`config.mk`:
```
export PLATFORM = sky130hd
export DESIGN_NAME = rtp_loss_tracker_nack_builder
export DESIGN_NICKNAME = d
export VERILOG_FILES = /design/src/design/rltnb_pkg.sv /design/src/design/rltnb_ctrl.sv /design/src/design/rltnb_dp.sv /design/src/design/rtp_loss_tracker_nack_builder.sv
export SDC_FILE = /design/constraint.sdc
export NUM_CORES = 2
export LEC_CHECK = 0
export ABC_AREA = 0
export BUFFER_PORTS_ARGS = -buffer_cell sky130_fd_sc_hd__buf_2
export CAP_MARGIN = 20
export CORE_UTILIZATION = 60
export DETAILED_ROUTE_END_ITERATION = 12
export PLACE_DENSITY = 0.76
export SYNTH_ARGS = -nofsm -noshare
export SYNTH_HDL_FRONTEND = slang
export SYNTH_SLANG_ARGS = --single-unit
```
`constraint.sdc`:
```
create_clock -name clk_i -period 26.2 [get_ports clk_i]
set_input_delay 1.31 -clock clk_i [delete_from_list [all_inputs] [get_ports clk_i]]
set_output_delay 1.31 -clock clk_i [all_outputs]
set_load 0.02 [all_outputs]
```
`src/design/rltnb_pkg.sv`:
```
// Package for the RTP loss tracker and NACK builder.
// Payload structs, codes, command/status structs and serial-number compares.
// No dependencies.
package rltnb_pkg;

  localparam logic [15:0] SEQ_HALF = 16'h8000;
  localparam logic [9:0]  FOLLOW_MAX = 10'd1023;

  localparam logic OP_PACKET = 1'b0;
  localparam logic OP_REPORT = 1'b1;

  localparam logic [1:0] STATUS_ENTRY = 2'd0;
  localparam logic [1:0] STATUS_NONE  = 2'd1;
  localparam logic [1:0] STATUS_FULL  = 2'd2;

  typedef struct packed {
    logic        operation;
    logic [15:0] seq_num;
    logic [31:0] packet_ssrc;
  } in_t;

  typedef struct packed {
    logic [1:0]  status;
    logic [15:0] run_start;
    logic [9:0]  run_follow;
    logic [31:0] report_ssrc;
    logic [4:0]  entry_total;
    logic        last_entry;
  } out_t;

  typedef enum logic [1:0] {
    OUT_NONE,
    OUT_ENTRY,
    OUT_EMPTY,
    OUT_FULL
  } out_sel_e;

  typedef struct packed {
    logic     latch;
    logic     first_pkt;
    logic     clr_init;
    logic     clr_step;
    logic     upd_newest;
    logic     old_hit;
    logic     adv_rd;
    logic     adv_inc;
    logic     mark;
    logic     init_step;
    logic     rep_init;
    logic     rep_rd;
    logic     rep_ev;
    logic     emit_rd;
    out_sel_e out_sel;
  } cmd_t;

  typedef struct packed {
    logic op;
    logic first;
    logic gt;
    logic lt;
    logic hit_next;
    logic clr_done;
    logic gap_big;
    logic adv_in;
    logic rdata;
    logic rep_in;
    logic ev_full;
    logic ecnt_zero;
    logic emit_last;
    logic out_free;
    logic init_last;
  } st_t;

  // a before b in 16-bit serial order
  function automatic logic seq_lt(logic [15:0] a, logic [15:0] b);
    logic [15:0] d;
    d = b - a;
    return (d != 16'd0) && (d < SEQ_HALF);
  endfunction

  function automatic logic seq_le(logic [15:0] a, logic [15:0] b);
    logic [15:0] d;
    d = b - a;
    return d < SEQ_HALF;
  endfunction

  function automatic logic seq_gt(logic [15:0] a, logic [15:0] b);
    logic [15:0] d;
    d = a - b;
    return (d != 16'd0) && (d <= SEQ_HALF);
  endfunction

endpackage

```
`src/design/rltnb_ctrl.sv`:
```
// Controller state machine for the RTP loss tracker.
// Sequences packet updates, bitmap walks and report output. Uses rltnb_pkg.
module rltnb_ctrl (
  input  logic            clk_i,
  input  logic            rst_ni,
  input  logic            in_valid_i,
  output logic            in_stall_o,
  input  rltnb_pkg::st_t  st_i,
  output rltnb_pkg::cmd_t cmd_o
);

  localparam logic [3:0] S_INIT      = 4'd0;
  localparam logic [3:0] S_IDLE      = 4'd1;
  localparam logic [3:0] S_DISP      = 4'd2;
  localparam logic [3:0] S_CLR       = 4'd3;
  localparam logic [3:0] S_ADV_RD    = 4'd4;
  localparam logic [3:0] S_ADV_EV    = 4'd5;
  localparam logic [3:0] S_MARK      = 4'd6;
  localparam logic [3:0] S_REP_RD    = 4'd7;
  localparam logic [3:0] S_REP_EV    = 4'd8;
  localparam logic [3:0] S_REP_END   = 4'd9;
  localparam logic [3:0] S_EMPTY_OUT = 4'd10;
  localparam logic [3:0] S_FULL_OUT  = 4'd11;
  localparam logic [3:0] S_EMIT_RD   = 4'd12;
  localparam logic [3:0] S_EMIT_LD   = 4'd13;

  logic [3:0] state_q, state_d;

  always_ff @(posedge clk_i or negedge rst_ni) begin
    if (!rst_ni) begin
      state_q <= S_INIT;
    end else begin
      state_q <= state_d;
    end
  end

  assign in_stall_o = (state_q != S_IDLE);

  always_comb begin
    state_d = state_q;
    cmd_o   = '0;
    cmd_o.out_sel = rltnb_pkg::OUT_NONE;
    case (state_q)
      S_INIT: begin
        cmd_o.init_step = 1'b1;
        if (st_i.init_last) state_d = S_IDLE;
      end
      S_IDLE: begin
        if (in_valid_i) begin
          cmd_o.latch = 1'b1;
          state_d = S_DISP;
        end
      end
      S_DISP: begin
        if (st_i.op == rltnb_pkg::OP_REPORT) begin
          cmd_o.rep_init = 1'b1;
          state_d = S_REP_RD;
        end else if (st_i.first) begin
          cmd_o.first_pkt = 1'b1;
          cmd_o.mark = 1'b1;
          state_d = S_IDLE;
        end else if (st_i.gt) begin
          cmd_o.clr_init = 1'b1;
          state_d = S_CLR;
        end else if (st_i.lt && st_i.hit_next) begin
          cmd_o.old_hit = 1'b1;
          state_d = S_ADV_RD;
        end else begin
          cmd_o.mark = 1'b1;
          state_d = S_IDLE;
        end
      end
      S_CLR: begin
        if (st_i.clr_done) begin
          cmd_o.upd_newest = 1'b1;
          if (st_i.gap_big) begin
            state_d = S_ADV_RD;
          end else begin
            cmd_o.mark = 1'b1;
            state_d = S_IDLE;
          end
        end else begin
          cmd_o.clr_step = 1'b1;
        end
      end
      S_ADV_RD: begin
        if (st_i.adv_in) begin
          cmd_o.adv_rd = 1'b1;
          state_d = S_ADV_EV;
        end else begin
          state_d = S_MARK;
        end
      end
      S_ADV_EV: begin
        if (st_i.rdata) begin
          cmd_o.adv_inc = 1'b1;
          state_d = S_ADV_RD;
        end else begin
          state_d = S_MARK;
        end
      end
      S_MARK: begin
        cmd_o.mark = 1'b1;
        state_d = S_IDLE;
      end
      S_REP_RD: begin
        if (st_i.rep_in) begin
          cmd_o.rep_rd = 1'b1;
          state_d = S_REP_EV;
        end else begin
          state_d = S_REP_END;
        end
      end
      S_REP_EV: begin
        cmd_o.rep_ev = 1'b1;
        state_d = st_i.ev_full ? S_FULL_OUT : S_REP_RD;
      end
      S_REP_END: begin
        state_d = st_i.ecnt_zero ? S_EMPTY_OUT : S_EMIT_RD;
      end
      S_EMPTY_OUT: begin
        if (st_i.out_free) begin
          cmd_o.out_sel = rltnb_pkg::OUT_EMPTY;
          state_d = S_IDLE;
        end
      end
      S_FULL_OUT: begin
        if (st_i.out_free) begin
          cmd_o.out_sel = rltnb_pkg::OUT_FULL;
          state_d = S_IDLE;
        end
      end
      S_EMIT_RD: begin
        if (st_i.out_free) begin
          cmd_o.emit_rd = 1'b1;
          state_d = S_EMIT_LD;
        end
      end
      S_EMIT_LD: begin
        cmd_o.out_sel = rltnb_pkg::OUT_ENTRY;
        state_d = st_i.emit_last ? S_IDLE : S_EMIT_RD;
      end
      default: begin
        state_d = S_INIT;
      end
    endcase
  end

endmodule

```
`src/design/rltnb_dp.sv`:
```
// Datapath for the RTP loss tracker: pointers, received bitmap, entry buffer
// and output register. Driven by rltnb_ctrl commands. Uses rltnb_pkg.
module rltnb_dp #(
  parameter int WINDOW_BITS = 1024,
  parameter int MAX_ENTRIES = 32
) (
  input  logic            clk_i,
  input  logic            rst_ni,
  input  rltnb_pkg::in_t  in_data_i,
  input  logic            cfg_valid_i,
  input  logic [9:0]      cfg_data_i,
  output logic            out_valid_o,
  input  logic            out_stall_i,
  output rltnb_pkg::out_t out_data_o,
  input  rltnb_pkg::cmd_t cmd_i,
  output rltnb_pkg::st_t  st_o
);

  localparam int IW = $clog2(WINDOW_BITS);
  localparam int EW = $clog2(MAX_ENTRIES);
  localparam int CW = $clog2(MAX_ENTRIES + 1);
  localparam logic [15:0] WinSeq = 16'(WINDOW_BITS);
  localparam logic [IW-1:0] IdxLast = IW'(WINDOW_BITS - 1);
  localparam logic [CW-1:0] CntLast = CW'(MAX_ENTRIES - 1);

  logic [9:0]  skip_q;
  logic [31:0] stream_q;
  logic [15:0] contig_q, newest_q, end_q;
  rltnb_pkg::in_t item_q;
  logic [15:0] iter_q, cnt_q, start_q, miss_q;
  logic [CW-1:0] ecnt_q;
  logic [EW-1:0] k_q;
  logic          out_valid_q;
  rltnb_pkg::out_t out_q;

  logic          map_mem [WINDOW_BITS];
  logic          map_rd_q;
  logic [31:0]   buf_mem [MAX_ENTRIES];
  logic [31:0]   buf_rd_q;

  logic [15:0] gap, dist_m1, clr_cnt, contig_p1, iter_p1, miss_m1;
  logic [9:0]  follow;
  logic        got, ev_write;
  logic        map_we, map_wd;
  logic [IW-1:0] map_wa, map_ra;
  logic [31:0] ecnt_ext;

  assign gap       = item_q.seq_num - contig_q;
  assign dist_m1   = item_q.seq_num - newest_q - 16'd1;
  assign clr_cnt   = (dist_m1 > WinSeq) ? WinSeq : dist_m1;
  assign contig_p1 = contig_q + 16'd1;
  assign iter_p1   = iter_q + 16'd1;
  assign miss_m1   = miss_q - 16'd1;
  assign follow    = (miss_m1 > 16'(rltnb_pkg::FOLLOW_MAX)) ? rltnb_pkg::FOLLOW_MAX
                                                            : miss_m1[9:0];
  assign got       = map_rd_q || (iter_q[IW-1:0] == end_q[IW-1:0]);
  assign ev_write  = cmd_i.rep_ev && got && (miss_q != 16'd0);
  assign ecnt_ext  = 32'(ecnt_q);

  always_comb begin
    map_we = 1'b0;
    map_wd = 1'b0;
    map_wa = iter_q[IW-1:0];
    if (cmd_i.init_step || cmd_i.clr_step) begin
      map_we = 1'b1;
    end else if (cmd_i.mark) begin
      map_we = 1'b1;
      map_wd = 1'b1;
      map_wa = item_q.seq_num[IW-1:0];
    end
    map_ra = cmd_i.adv_rd ? contig_p1[IW-1:0] : iter_q[IW-1:0];
  end

  always_ff @(posedge clk_i) begin
    if (map_we) map_mem[map_wa] <= map_wd;
    if (cmd_i.adv_rd || cmd_i.rep_rd) map_rd_q <= map_mem[map_ra];
    if (ev_write) buf_mem[ecnt_q[EW-1:0]] <= {start_q, 6'd0, follow};
    if (cmd_i.emit_rd) buf_rd_q <= buf_mem[k_q];
  end

  always_ff @(posedge clk_i or negedge rst_ni) begin
    if (!rst_ni) begin
      skip_q      <= '0;
      stream_q    <= '0;
      contig_q    <= '0;
      newest_q    <= '0;
      iter_q      <= '0;
      out_valid_q <= 1'b0;
    end else begin
      if (cfg_valid_i) skip_q <= cfg_data_i;
      if (cmd_i.init_step) iter_q <= iter_p1;
      if (cmd_i.first_pkt) begin
        stream_q <= item_q.packet_ssrc;
        contig_q <= item_q.seq_num;
        newest_q <= item_q.seq_num;
      end
      if (cmd_i.clr_init) begin
        iter_q <= newest_q + 16'd1;
      end
      if (cmd_i.clr_step) begin
        iter_q <= iter_p1;
      end
      if (cmd_i.upd_newest) begin
        newest_q <= item_q.seq_num;
        if (gap > WinSeq) begin
          contig_q <= item_q.seq_num - WinSeq;
        end else if (gap == 16'd1) begin
          contig_q <= item_q.seq_num;
        end
      end
      if (cmd_i.old_hit) contig_q <= item_q.seq_num;
      if (cmd_i.adv_inc) contig_q <= contig_p1;
      if (cmd_i.rep_init) iter_q <= contig_p1;
      if (cmd_i.rep_ev) iter_q <= iter_p1;
      if (out_valid_q && !out_stall_i) out_valid_q <= 1'b0;
      if (cmd_i.out_sel != rltnb_pkg::OUT_NONE) out_valid_q <= 1'b1;
    end
  end

  always_ff @(posedge clk_i) begin
    if (cmd_i.latch) item_q <= in_data_i;
    if (cmd_i.clr_init) cnt_q <= clr_cnt;
    if (cmd_i.clr_step) cnt_q <= cnt_q - 16'd1;
    if (cmd_i.rep_init) begin
      start_q <= contig_p1;
      miss_q  <= '0;
      ecnt_q  <= '0;
      k_q     <= '0;
      end_q   <= newest_q - {6'd0, skip_q};
    end
    if (cmd_i.rep_ev) begin
      if (!got) begin
        miss_q <= miss_q + 16'd1;
      end else begin
        miss_q  <= '0;
        start_q <= iter_p1;
        if (ev_write) ecnt_q <= ecnt_q + CW'(1);
      end
    end
    if (cmd_i.out_sel == rltnb_pkg::OUT_ENTRY) k_q <= k_q + EW'(1);
    case (cmd_i.out_sel)
      rltnb_pkg::OUT_ENTRY: begin
        out_q.status      <= rltnb_pkg::STATUS_ENTRY;
        out_q.run_start   <= buf_rd_q[31:16];
        out_q.run_follow  <= buf_rd_q[9:0];
        out_q.report_ssrc <= stream_q;
        out_q.entry_total <= ecnt_ext[4:0];
        out_q.last_entry  <= st_o.emit_last;
      end
      rltnb_pkg::OUT_EMPTY, rltnb_pkg::OUT_FULL: begin
        out_q.status      <= (cmd_i.out_sel == rltnb_pkg::OUT_FULL) ?
                             rltnb_pkg::STATUS_FULL : rltnb_pkg::STATUS_NONE;
        out_q.run_start   <= '0;
        out_q.run_follow  <= '0;
        out_q.report_ssrc <= stream_q;
        out_q.entry_total <= '0;
        out_q.last_entry  <= 1'b1;
      end
      default: begin
      end
    endcase
  end

  always_comb begin
    st_o.op        = item_q.operation;
    st_o.first     = (stream_q == 32'd0);
    st_o.gt        = rltnb_pkg::seq_gt(item_q.seq_num, newest_q);
    st_o.lt        = rltnb_pkg::seq_lt(item_q.seq_num, newest_q);
    st_o.hit_next  = (item_q.seq_num == contig_p1);
    st_o.clr_done  = (cnt_q == 16'd0);
    st_o.gap_big   = (gap > WinSeq);
    st_o.adv_in    = rltnb_pkg::seq_le(contig_p1, newest_q);
    st_o.rdata     = map_rd_q;
    st_o.rep_in    = rltnb_pkg::seq_le(iter_q, end_q);
    st_o.ev_full   = ev_write && (ecnt_q == CntLast);
    st_o.ecnt_zero = (ecnt_q == '0);
    st_o.emit_last = ((CW'(k_q) + CW'(1)) == ecnt_q);
    st_o.out_free  = !out_valid_q;
    st_o.init_last = (iter_q[IW-1:0] == IdxLast);
  end

  assign out_valid_o = out_valid_q;
  assign out_data_o  = out_q;

  a_load_free: assert property (@(posedge clk_i) disable iff (!rst_ni)
    (cmd_i.out_sel != rltnb_pkg::OUT_NONE) |-> !out_valid_q)
    else $error("output loaded while occupied");
  a_buf_bound: assert property (@(posedge clk_i) disable iff (!rst_ni)
    ev_write |-> (ecnt_q < CW'(MAX_ENTRIES)))
    else $error("entry buffer overrun");
  a_status_last: assert property (@(posedge clk_i) disable iff (!rst_ni)
    (out_valid_q && (out_q.status != rltnb_pkg::STATUS_ENTRY)) |-> out_q.last_entry)
    else $error("status result without last flag");

endmodule

```
`src/design/rtp_loss_tracker_nack_builder.sv`:
```
// RTP loss tracker and generic NACK builder, top level.
// Packet item: handled in order; a forward jump first clears the skipped numbers in the
// bitmap (at most WINDOW_BITS bits), and a contiguous rescan reads, then tests, each advanced number.
// Report: each scanned number is read and evaluated, then each result waits for a free output.
// After reset a clearing pass over all WINDOW_BITS bitmap bits runs with input stalled.
module rtp_loss_tracker_nack_builder #(
  parameter int WINDOW_BITS = 1024,
  parameter int MAX_ENTRIES = 32
) (
  input  logic            clk_i,
  input  logic            rst_ni,
  input  logic            in_valid_i,
  output logic            in_stall_o,
  input  rltnb_pkg::in_t  in_data_i,
  output logic            out_valid_o,
  input  logic            out_stall_i,
  output rltnb_pkg::out_t out_data_o,
  input  logic            cfg_valid_i,
  output logic            cfg_ready_o,
  input  logic [9:0]      cfg_data_i
);

  rltnb_pkg::cmd_t cmd;
  rltnb_pkg::st_t  st;

  assign cfg_ready_o = 1'b1;

  rltnb_ctrl u_ctrl (
    .clk_i      (clk_i),
    .rst_ni     (rst_ni),
    .in_valid_i (in_valid_i),
    .in_stall_o (in_stall_o),
    .st_i       (st),
    .cmd_o      (cmd)
  );

  rltnb_dp #(
    .WINDOW_BITS (WINDOW_BITS),
    .MAX_ENTRIES (MAX_ENTRIES)
  ) u_dp (
    .clk_i       (clk_i),
    .rst_ni      (rst_ni),
    .in_data_i   (in_data_i),
    .cfg_valid_i (cfg_valid_i),
    .cfg_data_i  (cfg_data_i),
    .out_valid_o (out_valid_o),
    .out_stall_i (out_stall_i),
    .out_data_o  (out_data_o),
    .cmd_i       (cmd),
    .st_o        (st)
  );

endmodule

```
==> summary.txt <==
Outcome
  – Status: completed

STA
  – FMAX: 114 MHz
  – Relative slew margins: 8.26%
  – Clock Skews: 0.0461 ns
  – Worst-Margin Slew: 1.38 ns
  – Final Hold Fails: 0
  – RSZ-0062 raised after global routing: no
  – Fin crit period: 8.76 ns
  – # setup viols final: 0
  – Fin. max-slew vios: 0
  – Post-route setup TNS: 0 ns
  – Period utilization: 33.4%
  – Min Hold Slack: 0.440 ns

Synthesis
  – Synthesized instance count: 7015
  – Synth Cell Area: 95600 um2
  – Cell taking the most area after synthesis: edfxtp_1
  – Async set-reset flop share out of synthesis: 4.38%
  – Sequential area share after synthesis: 67.4%
  – Post-synth top area share: 64.4%
  – Unique masters post-synth: 103
  – Net Count, Synth: 7183
  – Top post-synthesis cells by area: edfxtp_1 64%, mux4_2 7.3%, nor2_1 4.6%
  – Synth warnings: 0
  – Number of synthesized flops with an enable pin: 2051
  – Mean area per synthesized cell: 13.6 um2
  – Yosys reg bits: 2168
  – Top FF cell, synth: edfxtp_1

Layout
  – FF+latch area: 64400 um2
  – Multi-input logic area: 29300 um2
  – Most frequent cells in the layout: 2051 x edfxtp_1, 1144 x nor2_1, 753 x nand2_1
  – Final-stage net count: 7238
  – Layout cells sized above 1: 16.1%
  – Final Cell Area: 106000 um2
  – Area Growth Syn to Fin: 11.3%
  – Leading cell type in the layout, fill and taps excluded: edfxtp_1
  – Finished Core Util: 67.2%
  – Fill cells: 10.8k

Clock network
  – Clock Tree Buf Depth: 3
  – Setup bufs post-CTS: 0
  – Root buffer cell: clkbuf_16
  – Clock Sink Count: 2168
  – CTS tree: done
  – Num CTS Buffers: 211
  – Hold Buf Count CTS: 0
  – Clk Latency, worst-skew pair: 0.89 ns
  – # H-tree levels: 4
  – Clock-pin slew on the worst setup and hold paths: 0.06 ns
  – Post-cts resize count: 0

Global routing
  – Largest net degree at the start of global routing: 311
  – GRT overflow: 0
  – First-pass GRT wire length: 422000 um
  – Global Route Usage Sum: 36.5%
  – Number of global-route vias before repair: 62.1k
  – Initial antenna violation count: 12

Floorplan
  – Initial Utilization: 60.4%
  – Die Y: 401 um
  – Die ar.: 161000 um2
  – Core ar.: 158000 um2
  – Die X: 401 um
  – Row Count: 146
  – Io pins: 133

Power
  – Total Power: 11300 uW
  – Pwr Density: 106 nW/um2
  – Peak VDD IR: 125 uV
  – Static Leakage: 0.0346 uW

Critical path
  – Crit path max-delay family: buffers and inverters
  – CP max stage cell: buf_4
  – CP required: 26.81 ns
  – Buf/Inv on CP: 3
  – WP data arrival: 9.38 ns
  – Worst Path Max Fanout: 122
  – Slowest stage delay, CP: 0.85 ns
  – Worst Setup Start Kind: register
  – Crit. End Element: register
  – CP Class: reg2reg
  – CP Cell Sequence: ha_1, nand2_1, xnor2_1, ha_1, nand4_1, a21oi_1, a2111oi_1, o41ai_2, xor2_1, o21ai_4, nand2_4, buf_4, buf_12, buf_4, mux4_2, a211o_1, nor4_1, or4_1, nand4_1

Placed design
  – DP Area: 98900 um2
  – HPWL after DPL: 167000 um
  – # port buffers: 131
  – Routability congestion estimate: 0.965

Drt
  – DR WL/cell: 31.7 um
  – Residual DRC: 0
  – Initial DRC Count: 10.1k
  – Via count: 63.5k
  – DRT Pass-1 Iters: 8
  – Antenna Violating Nets Remaining: 0
  – Via/cell ratio: 6.80
  – Total Wirelength: 296000 um

Min path
  – Worst Hold Class: reg2reg

Job
  – Max Cap Viol: 0
## path summary, 6_finish.rpt
path                            cells after the start             start  slack (ns)           endpoint
min in group asynchronous                           1            rst_ni        0.46   u_dp.out_valid_o
worst min register to register                      1   u_dp.item_q[12]        0.44  u_dp.stream_q[12]
worst max register to register                     19  u_dp.contig_q[0]       17.44      u_dp.map_rd_q
worst max-delay path                               19  u_dp.contig_q[0]       17.44      u_dp.map_rd_q
worst min-delay path                                1   u_dp.item_q[12]        0.44  u_dp.stream_q[12]
max in group asynchronous                           2            rst_ni       24.34  u_dp.stream_q[23]
## sequential cells by signal (all words and copies together), names as in the netlist, 26 cells and up
| signal | cells |
|---|---|
| u_dp.buf_mem | 832 |
| u_dp.buf_rd_q | 26 |
| u_dp.item_q | 48 |
| u_dp.map_mem | 1024 |
| u_dp.out_data_o | 66 |
| u_dp.stream_q | 32 |
## power breakdown
part | leakage, uW | total, uW | switching [uW] | internal, uW
Sequential | 0.0199 | 4430 | 209 | 4220
Combinational | 0.0113 | 3700 | 2620 | 1090
Clock | 0.00344 | 3140 | 1340 | 1800
Total | 0.0346 | 11300 | 4170 | 7100
## stage by stage
step / instances / setup WS [ns]
after detailed placement: 8913 / 17.63
after global placement: 8913 / 17.69
after global routing: 9326 / 16.99
final: 9330 / 17.44
after CTS: 9310 / 17.57
after floorplan: 7015 / 8.67
## layer usage
| metal | up-vias | part of all wire (%) | track usage, % | wire length (um) |
|---|---|---|---|---|
| met5 | - | 0.028 | 0 | 83 |
| met3 | 1107 | 12 | 9.23 | 34700 |
| met2 | 4573 | 47 | 58.0 | 140000 |
| met4 | 12 | 7.4 | 23.8 | 22000 |
| li1 | 26300 | - | - | - |
| met1 | 31400 | 34 | 44.6 | 99300 |
## cell usage after synthesis, types with 82 or more instances
library cell,number
a211oi_1,82
mux4_2,309
ha_1,100
o21ai_0,163
nor2_1,1179
dfrtp_1,95
clkbuf_1,222
inv_1,112
nand2_1,758
mux2i_1,82
buf_2,193
nand3_1,267
a31oi_1,84
a21oi_1,129
edfxtp_1,2051
nor3_1,125
xnor2_1,103
## cell families (layout without fill, tap and decap cells)
family	after synthesis	after routing	share of synthesized area, %
muxes	440	440	8.80
buffers and inverters	617	856	2.80
adders and majority gates	104	104	1.39
AOI/OAI and AO/OA	888	888	6.41
xor gates and xnor gates	146	146	1.35
DFF	2168	2168	67.4
other	1	5	0.00392
and+or+nand+nor	2651	2651	11.9
## layout make-up
class,count,area share (%)
Sequential cell,2168,60.5
Multi-Input combinational cell,4230,27.5
Clock buffer,269,5.29
Tap cell,2072,2.44
Timing Repair Buffer,338,2.40
Clock inverter,128,1.35
Inverter,121,0.434
Antenna cell,4,0.00941
Note: power is estimated with default switching activity, not from simulation.
